[config.mk]
export PLATFORM = sky130hd
export DESIGN_NAME = hsv_to_rgb_converter_top_flat
export DESIGN_NICKNAME = d
export VERILOG_FILES = /design/src/rtl/hsv_pkg.sv /design/src/rtl/hsv_if.sv /design/src/rtl/hsv_to_rgb_converter_top.sv /design/src/rtl/hsv_sector.sv /design/src/rtl/hsv_frac.sv /design/src/rtl/hsv_shade.sv /design/src/flat_wrapper.sv
export SDC_FILE = /design/constraint.sdc
export NUM_CORES = 2
export LEC_CHECK = 0
export BUFFER_PORTS_ARGS = -buffer_cell sky130_fd_sc_hd__clkbuf_2
export CAP_MARGIN = 15
export CORE_MARGIN = 10
export CORE_UTILIZATION = 40
export CTS_CLUSTER_DIAMETER = 200
export DETAILED_ROUTE_END_ITERATION = 12
export PLACE_DENSITY_LB_ADDON = 0.12
export SLEW_MARGIN = 20
export SYNTH_ARGS = -nofsm -noshare
export SYNTH_HDL_FRONTEND = slang
export SYNTH_SLANG_ARGS = --single-unit
export TNS_END_PERCENT = 30
[constraint.sdc]
create_clock -name clk -period 6.7 [get_ports clk]
set_input_delay 1.34 -clock clk [delete_from_list [all_inputs] [get_ports clk]]
set_output_delay 1.34 -clock clk [all_outputs]
set_load 0.01 [all_outputs]
[src/rtl/hsv_pkg.sv]
// shared constants, sector codes and pipeline payload types
package hsv_pkg;

  localparam int FRAC_BITS = 12;
  localparam int VAL_W     = FRAC_BITS + 1;
  localparam logic [VAL_W-1:0] ONE = {1'b1, {FRAC_BITS{1'b0}}};

  localparam int HUE_W = 16;
  localparam logic [HUE_W-1:0] HUE_TURN   = 16'd23040;
  localparam logic [HUE_W-1:0] HUE_SECTOR = 16'd3840;

  localparam int REM_W = 12;
  localparam int SEC_W = 3;

  localparam logic [SEC_W-1:0] SEC_RED     = 3'd0;
  localparam logic [SEC_W-1:0] SEC_YELLOW  = 3'd1;
  localparam logic [SEC_W-1:0] SEC_GREEN   = 3'd2;
  localparam logic [SEC_W-1:0] SEC_CYAN    = 3'd3;
  localparam logic [SEC_W-1:0] SEC_BLUE    = 3'd4;
  localparam logic [SEC_W-1:0] SEC_MAGENTA = 3'd5;

  // sector width is 15 * 256, so f = (rem << (FRAC_BITS - 8)) / 15
  localparam int FRAC_SH = FRAC_BITS - 8;
  localparam int X_W     = REM_W + FRAC_SH;
  localparam int RCP_W   = FRAC_BITS + 1;
  localparam logic [RCP_W-1:0] RCP = RCP_W'((64'd1 << X_W) / 64'd15);
  localparam logic [3:0] DIV_BY = 4'd15;

  typedef struct packed {
    logic [HUE_W-1:0] hue;
    logic [VAL_W-1:0] sat;
    logic [VAL_W-1:0] val;
  } pix_t;

  typedef struct packed {
    logic [SEC_W-1:0] sector;
    logic [REM_W-1:0] rem;
    logic [VAL_W-1:0] sat;
    logic [VAL_W-1:0] val;
    logic             grey;
  } sect_t;

  typedef struct packed {
    logic [SEC_W-1:0]     sector;
    logic [FRAC_BITS-1:0] f;
    logic [VAL_W-1:0]     sat;
    logic [VAL_W-1:0]     val;
    logic [VAL_W-1:0]     p;
    logic                 grey;
  } frac_t;

  typedef struct packed {
    logic [VAL_W-1:0] red;
    logic [VAL_W-1:0] green;
    logic [VAL_W-1:0] blue;
  } rgb_t;

endpackage

[src/rtl/hsv_if.sv]
// stream interfaces for hsv pixels in and rgb pixels out
interface hsv_pix_if;
  logic                           valid;
  logic                           ready;
  logic [hsv_pkg::HUE_W-1:0]      hue;
  logic [hsv_pkg::VAL_W-1:0]      saturation;
  logic [hsv_pkg::VAL_W-1:0]      brightness;

  modport source (output valid, output hue, output saturation, output brightness,
                  input ready);
  modport sink   (input valid, input hue, input saturation, input brightness,
                  output ready);
endinterface

interface hsv_rgb_if;
  logic                      valid;
  logic                      ready;
  logic [hsv_pkg::VAL_W-1:0] red;
  logic [hsv_pkg::VAL_W-1:0] green;
  logic [hsv_pkg::VAL_W-1:0] blue;

  modport source (output valid, output red, output green, output blue, input ready);
  modport sink   (input valid, input red, input green, input blue, output ready);
endinterface

[src/rtl/hsv_to_rgb_converter_top.sv]
// hsv to rgb converter: one pixel per cycle while out_rgb is ready, through a six-stage pipeline
// an accepted request is registered in the hsv_sector, hsv_frac and hsv_shade stages in turn before it reaches out_rgb
// throughput: one pixel per cycle, set by the stage-by-stage valid/ready chain
// a stalled output holds the pipeline; empty stages still fill, so in_pix waits only
// when every stage is full
// reset (rst_n low, synchronous) clears all stage valid bits; no other state
module hsv_to_rgb_converter_top (
  input  logic      clk,
  input  logic      rst_n,
  hsv_pix_if.sink   in_pix,
  hsv_rgb_if.source out_rgb
);

  hsv_pkg::pix_t  pix;
  hsv_pkg::sect_t sect;
  hsv_pkg::frac_t frac;
  hsv_pkg::rgb_t  rgb;
  logic           sect_valid;
  logic           sect_ready;
  logic           frac_valid;
  logic           frac_ready;

  assign pix.hue = in_pix.hue;
  assign pix.sat = in_pix.saturation;
  assign pix.val = in_pix.brightness;

  hsv_sector u_sector (
    .clk       (clk),
    .rst_n     (rst_n),
    .in_valid  (in_pix.valid),
    .in_ready  (in_pix.ready),
    .in_data   (pix),
    .out_valid (sect_valid),
    .out_ready (sect_ready),
    .out_data  (sect)
  );

  hsv_frac u_frac (
    .clk       (clk),
    .rst_n     (rst_n),
    .in_valid  (sect_valid),
    .in_ready  (sect_ready),
    .in_data   (sect),
    .out_valid (frac_valid),
    .out_ready (frac_ready),
    .out_data  (frac)
  );

  hsv_shade u_shade (
    .clk       (clk),
    .rst_n     (rst_n),
    .in_valid  (frac_valid),
    .in_ready  (frac_ready),
    .in_data   (frac),
    .out_valid (out_rgb.valid),
    .out_ready (out_rgb.ready),
    .out_data  (rgb)
  );

  assign out_rgb.red   = rgb.red;
  assign out_rgb.green = rgb.green;
  assign out_rgb.blue  = rgb.blue;

endmodule

[src/rtl/hsv_sector.sv]
// first stage: input clamp, hue wrap, sector and remainder within the sector
module hsv_sector (
  input  logic           clk,
  input  logic           rst_n,
  input  logic           in_valid,
  output logic           in_ready,
  input  hsv_pkg::pix_t  in_data,
  output logic           out_valid,
  input  logic           out_ready,
  output hsv_pkg::sect_t out_data
);

  localparam logic [hsv_pkg::HUE_W-1:0] B1 = hsv_pkg::HUE_SECTOR;
  localparam logic [hsv_pkg::HUE_W-1:0] B2 = hsv_pkg::HUE_W'(hsv_pkg::HUE_SECTOR * 2);
  localparam logic [hsv_pkg::HUE_W-1:0] B3 = hsv_pkg::HUE_W'(hsv_pkg::HUE_SECTOR * 3);
  localparam logic [hsv_pkg::HUE_W-1:0] B4 = hsv_pkg::HUE_W'(hsv_pkg::HUE_SECTOR * 4);
  localparam logic [hsv_pkg::HUE_W-1:0] B5 = hsv_pkg::HUE_W'(hsv_pkg::HUE_SECTOR * 5);

  logic                          vld_r;
  logic                          en;
  hsv_pkg::sect_t                data_r;
  hsv_pkg::sect_t                data_nxt;
  logic [hsv_pkg::HUE_W-1:0]     hue_w;
  logic [hsv_pkg::HUE_W-1:0]     off;
  logic [hsv_pkg::HUE_W-1:0]     rem_full;
  logic [hsv_pkg::VAL_W-1:0]     sat_c;
  logic [hsv_pkg::VAL_W-1:0]     val_c;

  assign en        = !vld_r || out_ready;
  assign in_ready  = en;
  assign out_valid = vld_r;
  assign out_data  = data_r;

  always_comb begin
    sat_c = (in_data.sat > hsv_pkg::ONE) ? hsv_pkg::ONE : in_data.sat;
    val_c = (in_data.val > hsv_pkg::ONE) ? hsv_pkg::ONE : in_data.val;
    hue_w = (in_data.hue >= hsv_pkg::HUE_TURN) ? '0 : in_data.hue;
    priority if (hue_w >= B5) begin
      data_nxt.sector = hsv_pkg::SEC_MAGENTA;
      off = B5;
    end else if (hue_w >= B4) begin
      data_nxt.sector = hsv_pkg::SEC_BLUE;
      off = B4;
    end else if (hue_w >= B3) begin
      data_nxt.sector = hsv_pkg::SEC_CYAN;
      off = B3;
    end else if (hue_w >= B2) begin
      data_nxt.sector = hsv_pkg::SEC_GREEN;
      off = B2;
    end else if (hue_w >= B1) begin
      data_nxt.sector = hsv_pkg::SEC_YELLOW;
      off = B1;
    end else begin
      data_nxt.sector = hsv_pkg::SEC_RED;
      off = '0;
    end
    rem_full      = hue_w - off;
    data_nxt.rem  = rem_full[hsv_pkg::REM_W-1:0];
    data_nxt.sat  = sat_c;
    data_nxt.val  = val_c;
    data_nxt.grey = (sat_c == '0);
  end

  always_ff @(posedge clk) begin
    if (!rst_n) begin
      vld_r <= 1'b0;
    end else if (en) begin
      vld_r <= in_valid;
    end
  end

  always_ff @(posedge clk) begin
    if (en) begin
      data_r <= data_nxt;
    end
  end

endmodule

[src/rtl/hsv_frac.sv]
// two stages: reciprocal divide by 15 for the sector fraction, and the p term
module hsv_frac (
  input  logic           clk,
  input  logic           rst_n,
  input  logic           in_valid,
  output logic           in_ready,
  input  hsv_pkg::sect_t in_data,
  output logic           out_valid,
  input  logic           out_ready,
  output hsv_pkg::frac_t out_data
);

  localparam int PR_W = hsv_pkg::X_W + hsv_pkg::RCP_W;
  localparam int PV_W = 2 * hsv_pkg::VAL_W;

  // stage one registers
  logic                              vld1_r;
  logic [hsv_pkg::SEC_W-1:0]         sector1_r;
  logic [hsv_pkg::FRAC_BITS-1:0]     q0_r;
  logic [hsv_pkg::X_W-1:0]           x_r;
  logic [hsv_pkg::VAL_W-1:0]         sat1_r;
  logic [hsv_pkg::VAL_W-1:0]         val1_r;
  logic [hsv_pkg::VAL_W-1:0]         p1_r;
  logic                              grey1_r;
  // stage two registers
  logic                              vld2_r;
  hsv_pkg::frac_t                    data2_r;
  hsv_pkg::frac_t                    data2_nxt;

  logic                              en1;
  logic                              en2;
  logic [hsv_pkg::X_W-1:0]           x_nxt;
  logic [PR_W-1:0]                   prod;
  logic [PV_W-1:0]                   pprod;
  logic [hsv_pkg::X_W-1:0]           resid;

  assign en2       = !vld2_r || out_ready;
  assign en1       = !vld1_r || en2;
  assign in_ready  = en1;
  assign out_valid = vld2_r;
  assign out_data  = data2_r;

  always_comb begin
    x_nxt = hsv_pkg::X_W'(in_data.rem) << hsv_pkg::FRAC_SH;
    prod  = PR_W'(x_nxt) * PR_W'(hsv_pkg::RCP);
    pprod = PV_W'(in_data.val) * PV_W'(hsv_pkg::ONE - in_data.sat);
  end

  // quotient estimate is low by at most one
  always_comb begin
    resid = x_r - hsv_pkg::X_W'(q0_r) * hsv_pkg::X_W'(hsv_pkg::DIV_BY);
    data2_nxt.sector = sector1_r;
    data2_nxt.f      = (resid >= hsv_pkg::X_W'(hsv_pkg::DIV_BY)) ?
                       q0_r + hsv_pkg::FRAC_BITS'(1) : q0_r;
    data2_nxt.sat    = sat1_r;
    data2_nxt.val    = val1_r;
    data2_nxt.p      = p1_r;
    data2_nxt.grey   = grey1_r;
  end

  always_ff @(posedge clk) begin
    if (!rst_n) begin
      vld1_r <= 1'b0;
      vld2_r <= 1'b0;
    end else begin
      if (en1) begin
        vld1_r <= in_valid;
      end
      if (en2) begin
        vld2_r <= vld1_r;
      end
    end
  end

  always_ff @(posedge clk) begin
    if (en1) begin
      sector1_r <= in_data.sector;
      q0_r      <= prod[hsv_pkg::X_W +: hsv_pkg::FRAC_BITS];
      x_r       <= x_nxt;
      sat1_r    <= in_data.sat;
      val1_r    <= in_data.val;
      p1_r      <= pprod[hsv_pkg::FRAC_BITS +: hsv_pkg::VAL_W];
      grey1_r   <= in_data.grey;
    end
    if (en2) begin
      data2_r <= data2_nxt;
    end
  end

endmodule

[src/rtl/hsv_shade.sv]
// three stages: s*f products, q and t products, sector mux into the output register
module hsv_shade (
  input  logic           clk,
  input  logic           rst_n,
  input  logic           in_valid,
  output logic           in_ready,
  input  hsv_pkg::frac_t in_data,
  output logic           out_valid,
  input  logic           out_ready,
  output hsv_pkg::rgb_t  out_data
);

  localparam int PV_W = 2 * hsv_pkg::VAL_W;

  logic                          vld1_r;
  logic                          vld2_r;
  logic                          vld3_r;
  logic                          en1;
  logic                          en2;
  logic                          en3;

  logic [hsv_pkg::SEC_W-1:0]     sector1_r;
  logic [hsv_pkg::VAL_W-1:0]     sf1_r;
  logic [hsv_pkg::VAL_W-1:0]     sft1_r;
  logic [hsv_pkg::VAL_W-1:0]     val1_r;
  logic [hsv_pkg::VAL_W-1:0]     p1_r;
  logic                          grey1_r;

  logic [hsv_pkg::SEC_W-1:0]     sector2_r;
  logic [hsv_pkg::VAL_W-1:0]     q2_r;
  logic [hsv_pkg::VAL_W-1:0]     t2_r;
  logic [hsv_pkg::VAL_W-1:0]     val2_r;
  logic [hsv_pkg::VAL_W-1:0]     p2_r;
  logic                          grey2_r;

  hsv_pkg::rgb_t                 rgb_r;
  hsv_pkg::rgb_t                 rgb_nxt;

  logic [PV_W-1:0]               sf_prod;
  logic [PV_W-1:0]               sft_prod;
  logic [PV_W-1:0]               q_prod;
  logic [PV_W-1:0]               t_prod;

  assign en3       = !vld3_r || out_ready;
  assign en2       = !vld2_r || en3;
  assign en1       = !vld1_r || en2;
  assign in_ready  = en1;
  assign out_valid = vld3_r;
  assign out_data  = rgb_r;

  always_comb begin
    sf_prod  = PV_W'(in_data.sat) * PV_W'(in_data.f);
    sft_prod = PV_W'(in_data.sat) * PV_W'(hsv_pkg::ONE - hsv_pkg::VAL_W'(in_data.f));
    q_prod   = PV_W'(val1_r) * PV_W'(hsv_pkg::ONE - sf1_r);
    t_prod   = PV_W'(val1_r) * PV_W'(hsv_pkg::ONE - sft1_r);
  end

  always_comb begin
    if (grey2_r) begin
      rgb_nxt = '{red: val2_r, green: val2_r, blue: val2_r};
    end else begin
      unique case (sector2_r)
        hsv_pkg::SEC_RED:    rgb_nxt = '{red: val2_r, green: t2_r,   blue: p2_r};
        hsv_pkg::SEC_YELLOW: rgb_nxt = '{red: q2_r,   green: val2_r, blue: p2_r};
        hsv_pkg::SEC_GREEN:  rgb_nxt = '{red: p2_r,   green: val2_r, blue: t2_r};
        hsv_pkg::SEC_CYAN:   rgb_nxt = '{red: p2_r,   green: q2_r,   blue: val2_r};
        hsv_pkg::SEC_BLUE:   rgb_nxt = '{red: t2_r,   green: p2_r,   blue: val2_r};
        default:             rgb_nxt = '{red: val2_r, green: p2_r,   blue: q2_r};
      endcase
    end
  end

  always_ff @(posedge clk) begin
    if (!rst_n) begin
      vld1_r <= 1'b0;
      vld2_r <= 1'b0;
      vld3_r <= 1'b0;
    end else begin
      if (en1) begin
        vld1_r <= in_valid;
      end
      if (en2) begin
        vld2_r <= vld1_r;
      end
      if (en3) begin
        vld3_r <= vld2_r;
      end
    end
  end

  always_ff @(posedge clk) begin
    if (en1) begin
      sector1_r <= in_data.sector;
      sf1_r     <= sf_prod[hsv_pkg::FRAC_BITS +: hsv_pkg::VAL_W];
      sft1_r    <= sft_prod[hsv_pkg::FRAC_BITS +: hsv_pkg::VAL_W];
      val1_r    <= in_data.val;
      p1_r      <= in_data.p;
      grey1_r   <= in_data.grey;
    end
    if (en2) begin
      sector2_r <= sector1_r;
      q2_r      <= q_prod[hsv_pkg::FRAC_BITS +: hsv_pkg::VAL_W];
      t2_r      <= t_prod[hsv_pkg::FRAC_BITS +: hsv_pkg::VAL_W];
      val2_r    <= val1_r;
      p2_r      <= p1_r;
      grey2_r   <= grey1_r;
    end
    if (en3) begin
      rgb_r <= rgb_nxt;
    end
  end

endmodule

[src/flat_wrapper.sv]
// flat-port wrapper written by rule: the top's interface ports become plain ports
module hsv_to_rgb_converter_top_flat 
  (clk, rst_n, in_pix_valid, in_pix_hue, in_pix_saturation, in_pix_brightness, in_pix_ready, out_rgb_valid, out_rgb_red, out_rgb_green, out_rgb_blue, out_rgb_ready);
  hsv_pix_if in_pix_i ();
  hsv_rgb_if out_rgb_i ();
  input  logic clk;
  input  logic rst_n;
  input wire logic [$bits(in_pix_i.valid)-1:0] in_pix_valid;
  input wire logic [$bits(in_pix_i.hue)-1:0] in_pix_hue;
  input wire logic [$bits(in_pix_i.saturation)-1:0] in_pix_saturation;
  input wire logic [$bits(in_pix_i.brightness)-1:0] in_pix_brightness;
  output wire logic [$bits(in_pix_i.ready)-1:0] in_pix_ready;
  output wire logic [$bits(out_rgb_i.valid)-1:0] out_rgb_valid;
  output wire logic [$bits(out_rgb_i.red)-1:0] out_rgb_red;
  output wire logic [$bits(out_rgb_i.green)-1:0] out_rgb_green;
  output wire logic [$bits(out_rgb_i.blue)-1:0] out_rgb_blue;
  input wire logic [$bits(out_rgb_i.ready)-1:0] out_rgb_ready;
  assign in_pix_i.valid = in_pix_valid;
  assign in_pix_i.hue = in_pix_hue;
  assign in_pix_i.saturation = in_pix_saturation;
  assign in_pix_i.brightness = in_pix_brightness;
  assign in_pix_ready = in_pix_i.ready;
  assign out_rgb_valid = out_rgb_i.valid;
  assign out_rgb_red = out_rgb_i.red;
  assign out_rgb_green = out_rgb_i.green;
  assign out_rgb_blue = out_rgb_i.blue;
  assign out_rgb_i.ready = out_rgb_ready;
  hsv_to_rgb_converter_top u_core (.clk(clk), .rst_n(rst_n), .in_pix(in_pix_i), .out_rgb(out_rgb_i));
endmodule
## After elaboration in Yosys (flattened, before gate mapping)

Cells that the tools add are included.

- Register bits after elaboration: 321
- Input bits: 46
- Output and inout port bits: 41
- Word-level logic and storage cells: 96

- Add/sub/neg operators: 7
- Multiply operators: 7
- Magnitude comparators: 9
- Eq/ne operators: 4
- Muxes and demuxes: 14
- Reductions and logical operators: 15

Operator list:

| operator | count |
|---|---|
| $pmux 39 s5 | 1 |
| $mul 14x14->25 | 4 |
| $mux 12 | 6 |
| $sub 13x13->14 const A | 3 |
| $mux 39 | 1 |
| $ge 16x14->1 const B | 2 |
| $ge 16x15->1 const B | 2 |
| $gt 13x13->1 const B | 2 |
| $mul 13x12->25 | 1 |
| $mul 12x13->24 const B | 1 |
| $ge 16x12->1 const B | 1 |
| $ge 16x13->1 const B | 1 |
| $ge 16x4->1 const B | 1 |
| $mul 12x4->16 const B | 1 |
| $mux 16 | 1 |
| $sub 16x16->16 | 1 |
| $sub 13x12->14 const A | 1 |
| $logic_not 13->1 | 1 |
| $mux 13 | 1 |
| $add 12x1->12 const B | 1 |
| $sub 12x12->12 | 1 |
| $eq 3x2->1 const B | 2 |
| $logic_not 1->1 | 6 |
| $logic_or 1x1->1 | 6 |
| other kinds (6) | 8 |

## Depth between registers and ports, before layout

- Depth in word-level cells: 9
- Depth in mapped cells: 31
- Mapped depth without buffers: 29

## Modules after synthesis

Synthesis repeated with hierarchy kept, for this count alone.

- Cell total of the unflattened synthesis: 4207
- Area total of the unflattened synthesis: 42492.0 um2

By module, submodules not included:

| module | instances | cells each | area each (um2) | seq. area each (um2) |
|---|---|---|---|---|
| hsv_shade | 1 | 2948 | 27990.6 | 4594.4 |
| hsv_frac | 1 | 1120 | 12559.5 | 3703.6 |
| hsv_sector | 1 | 139 | 1941.9 | 1281.2 |

## Worst setup path before layout

OpenSTA, ideal clock, no wires.

- Kind: register to register
- Start point: register u_core.u_shade.sf1_r[3] (netlist name)
- End point: register u_core.u_shade.q2_r[12] (netlist name), data pin
- Library setup time: 260 ps
- Data arrival time: 7108 ps
- Data required time: 6440 ps
- Slack: -668 ps
- Cell stages (with the launch flop): 26
- Buffers on the path: 1
- Clock period less this slack: 7368 ps
- Path through: edfxtp_1 -> or4_4 -> or3_4 -> or3_4 -> or4_4 -> xor2_1 -> clkbuf_1 -> nand2_1 -> fa_1 -> fa_1 -> inv_1 -> fa_1 -> fa_1 -> fa_1 -> inv_1 -> fa_1 -> inv_1 -> ha_1 -> o21ai_0 -> o2bb2ai_1 -> a211oi_1 -> o21ai_0 -> a21oi_1 -> a21o_1 -> a21oi_1 -> xnor2_1

- Cells in the longest elaborated chain, start to end: 2

RTL lines:

| element | line | text |
|---|---|---|
| start, declared | hsv_shade.sv:23 | `logic [hsv_pkg::VAL_W-1:0] sf1_r;` |
| start signal, assigned | hsv_shade.sv:94 | `sf1_r <= sf_prod[hsv_pkg::FRAC_BITS +: hsv_pkg::VAL_W];` |
| $sub 13x13->14 | hsv_shade.sv:54 | `q_prod = PV_W'(val1_r) * PV_W'(hsv_pkg::ONE - sf1_r);` |
| $mul 14x14->25 | hsv_shade.sv:54 |  |
| net u_core.u_shade.q_prod[24] | hsv_shade.sv:41 | `logic [PV_W-1:0] q_prod;` |
| end signal, assigned | hsv_shade.sv:102 | `q2_r <= q_prod[hsv_pkg::FRAC_BITS +: hsv_pkg::VAL_W];` |
| end, declared | hsv_shade.sv:30 | `logic [hsv_pkg::VAL_W-1:0] q2_r;` |

The timed path passes the listed nets, and every way through them passes these cells.
A chain may end at the register's enable or synchronous reset.

## Worst setup path after layout

- Start point: register u_core.u_shade.sf1_r[5] (netlist name)
- End point: register u_core.u_shade.q2_r[12] (netlist name), data pin

Same word-level chain as after synthesis.

==> metrics.txt <==
die area between 100000 and 150000 µm²; count leader, synth inv_1; Final Cycle Share 1.06; total track usage 0.171; outcome finished, violations left; top cell type's share of synthesized area 0.308; WP buf/inv 4; Worst EP required just over 7 ns; initial antenna violation count 6; CTS tree built; WP data arrival ~7.4 ns; Vert. Die Dim around 350 µm; number of cell rows 119; kind of critical path reg2reg; later-pin clock latency in the skew report 0.61 ns; Final Instance Count excl. Fillers 5910; Yosys top cell by area fa_1; final net count around 5700; Post-synth EDFFs 315; slowest stage delay, CP approximately 0.54 ns; Final Slew Violations 0; Tightest Pin Transition approximately 0.85 ns; CP endpoint kind flip-flop; synthesized area around 42000 µm²; Vias/cell a little under 5; max FFs per register 55; Layout area overhead 13.9%; cells after synthesis 4222; IO Port Bufs 86; async set or reset register ratio after synthesis 0; failing checks negative setup slack; RSZ-0062 raised after global routing true; setup slack after layout -0.382 ns; Slew HR 0.433; most instantiated cells after synthesis inv_1 (856), fa_1 (651), nand2_1 (497), ha_1 (485), and2_1 (422); ys flop type edfxtp_1; DR WL/cell about 17 µm; Clock Path Buffers 3; Synth Warn # 0; post-route ant nets 0; CP dominant cell by count fa_1; Core Area 105000 µm²; CTS H-tree depth 2; setup violators final 10; FMAX between 100 and 150 MHz; final worst path period need 7.08 ns; Initial Util 0.403; GP Congestion roughly 0.82; drt drc 0; Detailed Routing Iterations Pass 1 7; IO Count 87; DP Cell Count ~5800; total global routing overflow 0; Detailed Place HPWL approximately 80 mm; clock sink total ~320; via count 28447; final number of hold-violating endpoints 0; Filler cells slightly above 10000; Max-Cap Viols 0; Post-Syn Nets around 5400; CP max stage cell or4_4; HP Class reg2reg; Root Buffer clkbuf_16; #FFs+latches synth around 320; CP startpoint kind flip-flop; first-pass GRT wire length 166 mm; Reg2Reg Setup Slack -0.38 ns; register area share after synthesis 0.226; Die Wd around 350 µm; hold_buf cts 0; Routed WL between 90 and 100 mm; layout cells sized above 1 0.131; cts bufs inserted 39; top fanout value on the critical path 6; clock-pin slew on the worst setup and hold paths 0.06 ns; syn avg cell area 10.0 µm²; cell family with most CP delay adder cells; synth unique cells about 70; dominant cells by area after synthesis fa_1 (31%), edfxtp_1 (22%), ha_1 (14%); largest net degree at the start of global routing 57; Iter 0 DRT Violations around 1500; skew final between 0.02 and 0.03 ns; vias in the first global route between 30000 and 40000
==> stage by stage <==
step	hold slack, ns	setup WS [ns]	instance area, µm²	TNS [ns]	utilization
CTS	0.408	-0.361	47800	-1.95	0.455
global route	0.419	-0.664	48200	-8.74	0.458
detailed placement	0.405	-0.490	46300	-5.08	0.441
global placement	0.401	-0.375	46300	-3.87	0.441
floorplan	0.400	-0.310	42400	-1.63	-
finish	0.411	-0.382	48200	-1.98	0.459
==> placed cells by master, fill, tap and decap left out, types with 26 or more instances in the layout <==
| cell | count |
|---|---|
| a21oi_1 | 85 |
| inv_1 | 850 |
| nor3_1 | 26 |
| clkbuf_2 | 86 |
| nor2_1 | 119 |
| ha_1 | 474 |
| and2_1 | 422 |
| nor2b_1 | 38 |
| edfxtp_1 | 315 |
| buf_4 | 304 |
| xnor2_1 | 107 |
| fa_1 | 644 |
| xor2_1 | 38 |
| o21ai_0 | 71 |
| nand2_1 | 491 |
| clkbuf_16 | 39 |
==> worst register-to-register path, delay by kind of cell, from the launching register on <==
kind            cells  cell delay, ns
fa+ha+maj           7            3.05
buf+inv             4            0.29
flops               1            0.38
compound gates      6            0.95
simple gates        7            1.94
xor+xnor            2            0.22
==> per-layer routing <==
metal / track usage / share of wire / wire length, µm
met1: 0.239 / 0.47 / 47000
met2: 0.285 / 0.47 / 47200
met3: 0.0213 / 0.043 / 4300
met4: 0.0286 / 0.013 / 1340
met5: 0 / 0 / 0
==> logic make-up after synthesis <==
family,after synthesis,share of synthesized area
flip-flops,321,0.226
adder cells (fa/ha/maj),1136,0.451
multiplexers,18,0.00429
AO/OA/AOI/OAI,315,0.0472
XOR/XNOR,156,0.0325
buffers and inverters,1037,0.0921
AND/OR/NAND/NOR,1239,0.146
==> worst paths after layout <==
kind                                                  from                   endpoint  cells after the start
worst max-delay path               u_core.u_shade.sf1_r[5]    u_core.u_shade.q2_r[12]                     26
worst min-delay path            u_core.u_frac.out_data[25]  u_core.u_shade.val1_r[11]                      0
worst max register to register     u_core.u_shade.sf1_r[5]    u_core.u_shade.q2_r[12]                     26
worst min register to register  u_core.u_frac.out_data[25]  u_core.u_shade.val1_r[11]                      0
==> cell type report <==
cell class / count / area [µm²] / area share
inverters: 856 / 3210 / 0.0667
flip-flops and latches: 321 / 9580 / 0.199
clock buffers: 50 / 1040 / 0.0215
multi-input cells: 2864 / 29400 / 0.610
well taps: 1391 / 1740 / 0.0361
diodes: 1 / 2.50 / 0.0000519
clock inverters: 21 / 229 / 0.00475
repair buffers: 406 / 2980 / 0.0618
==> timing repair <==
action,4_1_cts,5_1_grt
endpoints found under the setup margin,26,36
buffers inserted,6,9
gates cloned,0,1
pin swaps,9,24
gates resized for setup,36,61
Power is left out: the tool's default activity adds up to more than one toggle a clock period on the data nets, which glitch-free logic cannot reach.
